==> src/design/dnm_pkg.sv <==
// ----------------------------------------------------------------------------
// dnm_pkg
// Shared widths, sigmoid breakpoints and stage types for the dense neuron.
// ----------------------------------------------------------------------------
package dnm_pkg;

  localparam int unsigned DATA_W    = 16;  // q4.12 operand width
  localparam int unsigned FRAC_W    = 12;
  localparam int unsigned OUT_W     = 15;
  localparam int unsigned ACC_W_DEF = 40;
  localparam int unsigned SIG_W     = 13;  // sigmoid value, 0..4096

  localparam logic [DATA_W:0] SIG_SAT_LIM = 17'd20480;  // 5.0
  localparam logic [DATA_W:0] SIG_MID_LIM = 17'd9728;   // 2.375
  localparam logic [DATA_W:0] SIG_LOW_LIM = 17'd4096;   // 1.0

  localparam logic [SIG_W-1:0] SIG_ONE     = 13'd4096;
  localparam logic [SIG_W-1:0] SIG_MID_OFS = 13'd3456;
  localparam logic [SIG_W-1:0] SIG_LOW_OFS = 13'd2560;
  localparam logic [SIG_W-1:0] SIG_ZRO_OFS = 13'd2048;

  // closing sum, floored to q4.12 and clamped to 16 bits
  typedef struct packed {
    logic                     valid;
    logic signed [DATA_W-1:0] sum;
  } sum_t;

endpackage

==> src/design/dnm_ifs.sv <==
// ----------------------------------------------------------------------------
// dnm channel interfaces
// Input term channel, activation result channel and configuration channel.
// ----------------------------------------------------------------------------
interface dnm_in_if;
  import dnm_pkg::*;
  logic                     valid;
  logic                     ready;
  logic signed [DATA_W-1:0] weight;
  logic signed [DATA_W-1:0] act_in;
  logic signed [DATA_W-1:0] bias;
  logic                     first;
  logic                     last;
  modport source (output valid, weight, act_in, bias, first, last, input ready);
  modport sink (input valid, weight, act_in, bias, first, last, output ready);
endinterface

interface dnm_out_if;
  import dnm_pkg::*;
  logic             valid;
  logic             ready;
  logic [OUT_W-1:0] act_out;
  modport source (output valid, act_out, input ready);
  modport sink (input valid, act_out, output ready);
endinterface

interface dnm_cfg_if;
  logic valid;
  logic ready;
  logic data;
  modport source (output valid, data, input ready);
  modport sink (input valid, data, output ready);
endinterface

==> src/design/dnm_mac.sv <==
// ----------------------------------------------------------------------------
// dnm_mac
// Input register, product register and saturating accumulator. A closing
// request hands the floored, clamped q4.12 sum to the activation stage.
// ----------------------------------------------------------------------------
module dnm_mac #(
  parameter int unsigned ACC_WIDTH = dnm_pkg::ACC_W_DEF
) (
  input  logic          clk_i,
  input  logic          rst_ni,
  dnm_in_if.sink        in_i,
  output dnm_pkg::sum_t sum_o,
  input  logic          sum_ready_i
);
  import dnm_pkg::*;

  localparam int unsigned SUM_W  = ACC_WIDTH + 1;
  localparam int unsigned PROD_W = 2 * DATA_W;
  localparam int unsigned Q_W    = SUM_W - FRAC_W;

  // input stage
  logic                     s1_vq;
  logic signed [DATA_W-1:0] w_q, x_q, b1_q;
  logic                     f1_q, l1_q;
  // product stage
  logic                     s2_vq;
  logic signed [PROD_W-1:0] prod_q;
  logic signed [DATA_W-1:0] b2_q;
  logic                     f2_q, l2_q;
  // accumulator and closing sum
  logic [ACC_WIDTH-1:0]     acc_q, acc_d;
  logic                     sum_vq;
  logic signed [DATA_W-1:0] sum_q, sum_d;

  logic s3_free, s2_move, s2_free, s1_move, s1_free, in_acc;

  logic [ACC_WIDTH-1:0] base;
  logic [SUM_W-1:0]     total;
  logic [Q_W-1:0]       q_full;
  logic [Q_W-DATA_W:0]  q_top;

  assign s3_free = !sum_vq || sum_ready_i;
  assign s2_move = s2_vq && (!l2_q || s3_free);
  assign s2_free = !s2_vq || s2_move;
  assign s1_move = s1_vq && s2_free;
  assign s1_free = !s1_vq || s1_move;
  assign in_i.ready = s1_free;
  assign in_acc = in_i.valid && s1_free;

  always_comb begin
    if (f2_q) begin
      base = {{(ACC_WIDTH - DATA_W - FRAC_W){b2_q[DATA_W-1]}}, b2_q, {FRAC_W{1'b0}}};
    end else begin
      base = acc_q;
    end
    total = {base[ACC_WIDTH-1], base} +
            {{(SUM_W - PROD_W){prod_q[PROD_W-1]}}, prod_q};
    if (total[SUM_W-1] != total[SUM_W-2]) begin
      acc_d = total[SUM_W-1] ? {1'b1, {(ACC_WIDTH-1){1'b0}}}
                             : {1'b0, {(ACC_WIDTH-1){1'b1}}};
    end else begin
      acc_d = total[ACC_WIDTH-1:0];
    end
    // clamping the unsaturated sum matches clamping the saturated one
    q_full = total[SUM_W-1:FRAC_W];
    q_top  = q_full[Q_W-1:DATA_W-1];
    if ((&q_top) || !(|q_top)) begin
      sum_d = q_full[DATA_W-1:0];
    end else begin
      sum_d = q_full[Q_W-1] ? {1'b1, {(DATA_W-1){1'b0}}}
                            : {1'b0, {(DATA_W-1){1'b1}}};
    end
  end

  always_ff @(posedge clk_i or negedge rst_ni) begin
    if (!rst_ni) begin
      s1_vq  <= 1'b0;
      s2_vq  <= 1'b0;
      sum_vq <= 1'b0;
      acc_q  <= '0;
    end else begin
      if (s1_free) begin
        s1_vq <= in_i.valid;
      end
      if (s2_free) begin
        s2_vq <= s1_vq;
      end
      if (s3_free) begin
        sum_vq <= s2_move && l2_q;
      end
      if (s2_move) begin
        acc_q <= l2_q ? '0 : acc_d;
      end
    end
  end

  always_ff @(posedge clk_i) begin
    if (in_acc) begin
      w_q  <= in_i.weight;
      x_q  <= in_i.act_in;
      b1_q <= in_i.bias;
      f1_q <= in_i.first;
      l1_q <= in_i.last;
    end
    if (s1_move) begin
      prod_q <= w_q * x_q;
      b2_q   <= b1_q;
      f2_q   <= f1_q;
      l2_q   <= l1_q;
    end
    if (s2_move && l2_q && s3_free) begin
      sum_q <= sum_d;
    end
  end

  assign sum_o.valid = sum_vq;
  assign sum_o.sum   = sum_q;

endmodule

==> src/design/dnm_act.sv <==
// ----------------------------------------------------------------------------
// dnm_act
// ReLU or piecewise-linear sigmoid on the closing sum, into the result
// register.
// ----------------------------------------------------------------------------
module dnm_act (
  input  logic          clk_i,
  input  logic          rst_ni,
  input  dnm_pkg::sum_t sum_i,
  output logic          sum_ready_o,
  input  logic          sigmoid_i,
  dnm_out_if.source     out_o
);
  import dnm_pkg::*;

  logic             out_vq;
  logic [OUT_W-1:0] out_q, out_d;
  logic             out_free;
  logic [DATA_W:0]  mag;
  logic [SIG_W-1:0] sig_pos, sig_val;
  logic             neg;

  assign out_free    = !out_vq || out_o.ready;
  assign sum_ready_o = out_free;
  assign neg         = sum_i.sum[DATA_W-1];

  always_comb begin
    if (neg) begin
      mag = {(DATA_W+1){1'b0}} - {sum_i.sum[DATA_W-1], sum_i.sum};
    end else begin
      mag = {1'b0, sum_i.sum};
    end
    priority if (mag >= SIG_SAT_LIM) begin
      sig_pos = SIG_ONE;
    end else if (mag >= SIG_MID_LIM) begin
      sig_pos = SIG_W'(mag >> 5) + SIG_MID_OFS;
    end else if (mag >= SIG_LOW_LIM) begin
      sig_pos = SIG_W'(mag >> 3) + SIG_LOW_OFS;
    end else begin
      sig_pos = SIG_W'(mag >> 2) + SIG_ZRO_OFS;
    end
    sig_val = neg ? (SIG_ONE - sig_pos) : sig_pos;
    if (sigmoid_i) begin
      out_d = OUT_W'(sig_val);
    end else begin
      out_d = neg ? '0 : sum_i.sum[OUT_W-1:0];
    end
  end

  always_ff @(posedge clk_i or negedge rst_ni) begin
    if (!rst_ni) begin
      out_vq <= 1'b0;
    end else if (out_free) begin
      out_vq <= sum_i.valid;
    end
  end

  always_ff @(posedge clk_i) begin
    if (out_free && sum_i.valid) begin
      out_q <= out_d;
    end
  end

  assign out_o.valid   = out_vq;
  assign out_o.act_out = out_q;

endmodule

==> src/design/dense_neuron_mac_activation.sv <==
// ----------------------------------------------------------------------------
// dense_neuron_mac_activation
// One fully connected neuron: q4.12 multiply-accumulate with saturation,
// then ReLU or piecewise-linear sigmoid on the closing term.
//
//   channel  dir  payload                               handshake
//   in_i     in   weight, act_in, bias, first, last     valid/ready
//   out_o    out  act_out (15 bit)                      valid/ready
//   cfg_i    in   data (output_layer bit)               valid/ready
//
// one request per cycle unless out_o stalls; the accumulator add loop sets it
// a closing request passes the input, product, sum and result registers in turn
// reset clears the accumulator, output_layer and all stage valids
// each stage holds only while the stage after it is full and stalled
// ----------------------------------------------------------------------------
module dense_neuron_mac_activation #(
  parameter int unsigned ACC_WIDTH = dnm_pkg::ACC_W_DEF
) (
  input  logic      clk_i,
  input  logic      rst_ni,
  dnm_in_if.sink    in_i,
  dnm_out_if.source out_o,
  dnm_cfg_if.sink   cfg_i
);
  import dnm_pkg::*;

  logic output_layer_q;
  sum_t sum_s;
  logic sum_ready;

  assign cfg_i.ready = 1'b1;

  always_ff @(posedge clk_i or negedge rst_ni) begin
    if (!rst_ni) begin
      output_layer_q <= 1'b0;
    end else if (cfg_i.valid) begin
      output_layer_q <= cfg_i.data;
    end
  end

  dnm_mac #(
    .ACC_WIDTH(ACC_WIDTH)
  ) u_mac (
    .clk_i      (clk_i),
    .rst_ni     (rst_ni),
    .in_i       (in_i),
    .sum_o      (sum_s),
    .sum_ready_i(sum_ready)
  );

  dnm_act u_act (
    .clk_i      (clk_i),
    .rst_ni     (rst_ni),
    .sum_i      (sum_s),
    .sum_ready_o(sum_ready),
    .sigmoid_i  (output_layer_q),
    .out_o      (out_o)
  );

  a_sig_range : assert property (@(posedge clk_i) disable iff (!rst_ni)
    out_o.valid && output_layer_q |-> out_o.act_out <= OUT_W'(SIG_ONE))
    else $error("sigmoid result above one");

  a_sum_hold : assert property (@(posedge clk_i) disable iff (!rst_ni)
    sum_s.valid && !sum_ready |=> sum_s.valid && $stable(sum_s.sum))
    else $error("closing sum lost while stalled");

  a_out_src : assert property (@(posedge clk_i) disable iff (!rst_ni)
    $rose(out_o.valid) |-> $past(sum_s.valid))
    else $error("result without closing sum");

endmodule
==> src/flat_wrapper.sv <==
// flat-port wrapper written by rule: the top's interface ports become plain ports
module dense_neuron_mac_activation_flat import dnm_pkg::*;
#(
  parameter int unsigned ACC_WIDTH = dnm_pkg::ACC_W_DEF
)
  (clk_i, rst_ni, in_i_valid, in_i_weight, in_i_act_in, in_i_bias, in_i_first, in_i_last, in_i_ready, out_o_valid, out_o_act_out, out_o_ready, cfg_i_valid, cfg_i_data, cfg_i_ready);
  dnm_in_if in_i_i ();
  dnm_out_if out_o_i ();
  dnm_cfg_if cfg_i_i ();
  input  logic clk_i;
  input  logic rst_ni;
  input wire logic [$bits(in_i_i.valid)-1:0] in_i_valid;
  input wire logic [$bits(in_i_i.weight)-1:0] in_i_weight;
  input wire logic [$bits(in_i_i.act_in)-1:0] in_i_act_in;
  input wire logic [$bits(in_i_i.bias)-1:0] in_i_bias;
  input wire logic [$bits(in_i_i.first)-1:0] in_i_first;
  input wire logic [$bits(in_i_i.last)-1:0] in_i_last;
  output wire logic [$bits(in_i_i.ready)-1:0] in_i_ready;
  output wire logic [$bits(out_o_i.valid)-1:0] out_o_valid;
  output wire logic [$bits(out_o_i.act_out)-1:0] out_o_act_out;
  input wire logic [$bits(out_o_i.ready)-1:0] out_o_ready;
  input wire logic [$bits(cfg_i_i.valid)-1:0] cfg_i_valid;
  input wire logic [$bits(cfg_i_i.data)-1:0] cfg_i_data;
  output wire logic [$bits(cfg_i_i.ready)-1:0] cfg_i_ready;
  assign in_i_i.valid = in_i_valid;
  assign in_i_i.weight = in_i_weight;
  assign in_i_i.act_in = in_i_act_in;
  assign in_i_i.bias = in_i_bias;
  assign in_i_i.first = in_i_first;
  assign in_i_i.last = in_i_last;
  assign in_i_ready = in_i_i.ready;
  assign out_o_valid = out_o_i.valid;
  assign out_o_act_out = out_o_i.act_out;
  assign out_o_i.ready = out_o_ready;
  assign cfg_i_i.valid = cfg_i_valid;
  assign cfg_i_i.data = cfg_i_data;
  assign cfg_i_ready = cfg_i_i.ready;
  dense_neuron_mac_activation #(.ACC_WIDTH(ACC_WIDTH)) u_core (.clk_i(clk_i), .rst_ni(rst_ni), .in_i(in_i_i), .out_o(out_o_i), .cfg_i(cfg_i_i));
endmodule
==> config.mk <==
export PLATFORM = sky130hd
export DESIGN_NAME = dense_neuron_mac_activation_flat
export DESIGN_NICKNAME = d
export VERILOG_FILES = /design/src/design/dnm_pkg.sv /design/src/design/dnm_ifs.sv /design/src/design/dnm_mac.sv /design/src/design/dnm_act.sv /design/src/design/dense_neuron_mac_activation.sv /design/src/flat_wrapper.sv
export SDC_FILE = /design/constraint.sdc
export NUM_CORES = 1
export LEC_CHECK = 0
export BUFFER_PORTS_ARGS = -buffer_cell sky130_fd_sc_hd__clkbuf_2
export CORE_MARGIN = 2
export CORE_UTILIZATION = 40
export CTS_BUF_LIST = sky130_fd_sc_hd__clkbuf_2
export CTS_CLUSTER_SIZE = 24
export DETAILED_ROUTE_END_ITERATION = 10
export GPL_TIMING_DRIVEN = 0
export PLACE_DENSITY = 0.55
export SLEW_MARGIN = 20
export SYNTH_ARGS = -nofsm -noshare
export SYNTH_HDL_FRONTEND = slang
export SYNTH_SLANG_ARGS = --single-unit
==> constraint.sdc <==
create_clock -name clk_i -period 13.27 [get_ports clk_i]
set_input_delay 1.9905 -clock clk_i [delete_from_list [all_inputs] [get_ports clk_i]]
set_output_delay 1.9905 -clock clk_i [all_outputs]
set_load 0.02 [all_outputs]
==> results.yml <==
cts:
  htree_levels: 4
  worstSkewPairLatency_ns: 1.05
  cts_root_buf: "clkbuf_2"
  cts_hold_buf: 0
  ctsResizeCount: 0
  clockBufferDepth: 2
  clk_pin_slew_ns: 0.29
  postCtsSetupBuffers: 0
  cts_made_buffers: 17
  cts_tree: "built"
  cts.sinks: 176
timing:
  rsz0062_at_grt: "no"
  finClkSkew_ns: 0.0527
  setup_tns_ns: 0
  fin_crit_sh_pct: 58.2
  worst_slew_pin_slew_ns: 1.10
  drv_slew: 0
  max-slew-margin-rel_pct: 25.1
  clock.fmax_mhz: 130
  hold_viol_final: 0
  setup-violations-final: 0
  holdWs_ns: 0.449
  period_needed_ns: 7.72
floorplan:
  dieArea_um2: 52900
  die_h_um: 230
  initial_core_util_pct: 40.7
  coreArea_um2: 50300
  chipWidth_um: 230
  fp-row-count: 82
  ioPinCount: 74
place:
  gp_congestion: 0.952
  dp_hpwl_um: 42900
  port-buffer-count: 72
  dpl-instance-area_um2: 21700
synth:
  synth_top_family_by_area: "adder cells"
  syn_area_um2: 20400
  synth-compound-area-share_pct: 11.0
  yosys.area_share.simple_pct: 15.9
  ys_warn_count: 0
  synth_nets: 2586
  syn_area_per_cell_um2: 9.58
  syn_inst: 2133
  yosys.area_share.adder_pct: 34.0
  synth_seq_cells: 176
  synth-edff-count: 131
  synthMuxAreaShare_pct: 2.71
  ys.flop_type: "edfxtp_1"
  synth.distinct_cells: 89
  synth_xor_area_share_pct: 3.43
  ys_seq_area_share_pct: 24.7
  async_flop_share_pct: 25.6
setup_path:
  cp-end-kind: "flop"
  critPathLaunchType: "flop"
  cp.arrival_ns: 8.59
  required_ns: 14.14
  critical_path_class: "reg2reg"
  crit_path_max_fanout: 10
drt:
  wl_um: 51500
  routed-via-count: 14800
  dr.pass1.iters: 5
  vias_per_cell: 5.07
  drc: 0
  routedWlPerCell_um: 17.7
  drt_iter0_markers: 667
  ant_nets: 0
grt:
  grt_max_degree: 46
  grt_pass1_wl_um: 83400
  grt-ovfl-total: 0
  antenna_found_initial: 3
  grt_pass1_vias: 15400
  grt.total_usage_pct: 20.3
cells_and_area:
  layout.nets: 2680
  layout-drive-gt1-share_pct: 7.41
  fillers: 4971
  area_growth_pct: 7.56
  finish.instance_area_um2: 22000
worst_hold_path:
  hold_path.class: "reg2reg"
run_status:
  status: "finished, final reports clean"
job:
  maxCapViolCount: 0
## cells in the final DEF, fill, tap and decap left out, types with 28 or more instances in the layout
| master | Yosys | routed |
|---|---|---|
| o21ai_0 | 103 | 103 |
| clkbuf_2 | 0 | 88 |
| inv_1 | 364 | 364 |
| nand2_1 | 225 | 225 |
| nor2b_1 | 38 | 36 |
| fa_1 | 263 | 263 |
| clkbuf_1 | 69 | 69 |
| ha_1 | 134 | 134 |
| xnor2_1 | 57 | 57 |
| nor2_1 | 90 | 90 |
| a21oi_1 | 79 | 79 |
| dfrtp_1 | 45 | 45 |
| edfxtp_1 | 131 | 131 |
| mux2i_1 | 28 | 28 |
| and2_1 | 138 | 137 |
## registers in the layout, summed over array words and instances (netlist names), 15 cells and up
name	cells
u_core.u_mac.acc_q	40
u_core.u_mac.b2_q	16
u_core.u_act.out_o.act_out	15
u_core.u_mac.b1_q	16
u_core.u_mac.x_q	16
u_core.u_mac.sum_q	16
u_core.u_mac.w_q	16
u_core.u_mac.prod_q	32
## final cells by class
class | instances | area [um2] | area share (%)
inverter | 364 | 1370 | 6.21
clock buffer | 17 | 85.1 | 0.387
multi-input combinational | 1514 | 13700 | 62.4
timing repair buffer | 75 | 430 | 1.96
tap | 672 | 841 | 3.82
sequential | 176 | 5060 | 23.0
buffer | 79 | 319 | 1.45
antenna | 3 | 7.51 | 0.0341
clock inverter | 15 | 169 | 0.768
## cells by family after synthesis
kind of cell               Yosys count
adders and majority gates          397
and+or+nand+nor                    636
buffers and inverters              443
muxes                               52
other                                1
DFF                                176
xor gates and xnor gates            80
AOI/OAI and AO/OA                  348
## through the flow
| stage | setup slack, ns | cells | utilization (%) |
|---|---|---|---|
| 4_1_cts | 5.44 | 2912 | 43.7 |
| 2_1_floorplan | 6.71 | 2133 | - |
| 3_5_place_dp | 5.46 | 2880 | 43.2 |
| 3_3_place_gp | 5.44 | 2877 | 43.1 |
| 6_report | 5.55 | 2915 | 43.7 |
| 5_1_grt | 5.06 | 2915 | 43.7 |
## critical path: stages, from the launching register on
cell	delay (ns)
edfxtp_1	0.65
clkbuf_1	0.57
nand2_1	0.18
fa_1	0.54
fa_1	0.58
fa_1	0.45
fa_1	0.54
inv_1	0.05
fa_1	0.48
inv_1	0.05
fa_1	0.47
inv_1	0.04
ha_1	0.34
nand2_1	0.06
o311ai_0	0.66
a2111oi_0	0.39
or4b_2	0.76
a31oi_1	0.24
a21oi_1	0.13
o21ai_0	0.20
xnor2_1	0.20
## cells in the mapped netlist (4+ instances only)
cell | count | area (um2)
inv_1 | 364 | 1370
fa_1 | 263 | 5270
nand2_1 | 225 | 845
and2_1 | 138 | 863
ha_1 | 134 | 1680
edfxtp_1 | 131 | 3930
o21ai_0 | 103 | 515
nor2_1 | 90 | 338
a21oi_1 | 79 | 395
clkbuf_1 | 69 | 259
xnor2_1 | 57 | 499
dfrtp_1 | 45 | 1130
nor2b_1 | 38 | 238
mux2i_1 | 28 | 280
nor3_1 | 27 | 135
a21o_1 | 26 | 195
xor2_1 | 23 | 201
mux2_2 | 22 | 248
nand2b_1 | 17 | 106
o21bai_1 | 17 | 128
a211oi_1 | 16 | 120
nand3_1 | 16 | 80.1
o21a_1 | 13 | 97.6
nor4_1 | 12 | 75.1
or3_1 | 10 | 62.6
a31oi_1 | 9 | 56.3
nand4_1 | 9 | 56.3
o211ai_1 | 9 | 67.6
o31ai_1 | 9 | 67.6
and3_1 | 7 | 43.8
and4_1 | 7 | 61.3
o22ai_1 | 7 | 43.8
a21boi_0 | 6 | 45.0
or2_2 | 6 | 37.5
or4_1 | 6 | 45.0
o31a_1 | 5 | 43.8
o2111ai_1 | 4 | 35.0
or4b_1 | 4 | 40.0
## layer usage
metal	track usage, %	part of all wire [%]	vias to the layer above
met1	25.6	45	7321
met3	2.65	2.3	72
met4	7.86	3.3	0
met2	35.3	49	213
met5	0	0	-
li1	-	-	7175
## worst paths after layout
check / slack (ns) / start / cells after the start / endpoint
min in group asynchronous: 0.95 / rst_ni / 1 / u_core.output_layer_q
hold reg to reg: 0.45 / u_core.u_mac.l1_q / 0 / u_core.u_mac.l2_q
setup reg to reg: 5.55 / u_core.u_mac.w_q[10] / 20 / u_core.u_mac.prod_q[30]
hold / removal: 0.45 / u_core.u_mac.l1_q / 0 / u_core.u_mac.l2_q
max in group asynchronous: 11.75 / rst_ni / 1 / u_core.u_mac.acc_q[22]
setup / recovery: 5.55 / u_core.u_mac.w_q[10] / 20 / u_core.u_mac.prod_q[30]
Power is left out: the tool's default activity adds up to more than one toggle a clock period on the data nets, which glitch-free logic cannot reach.
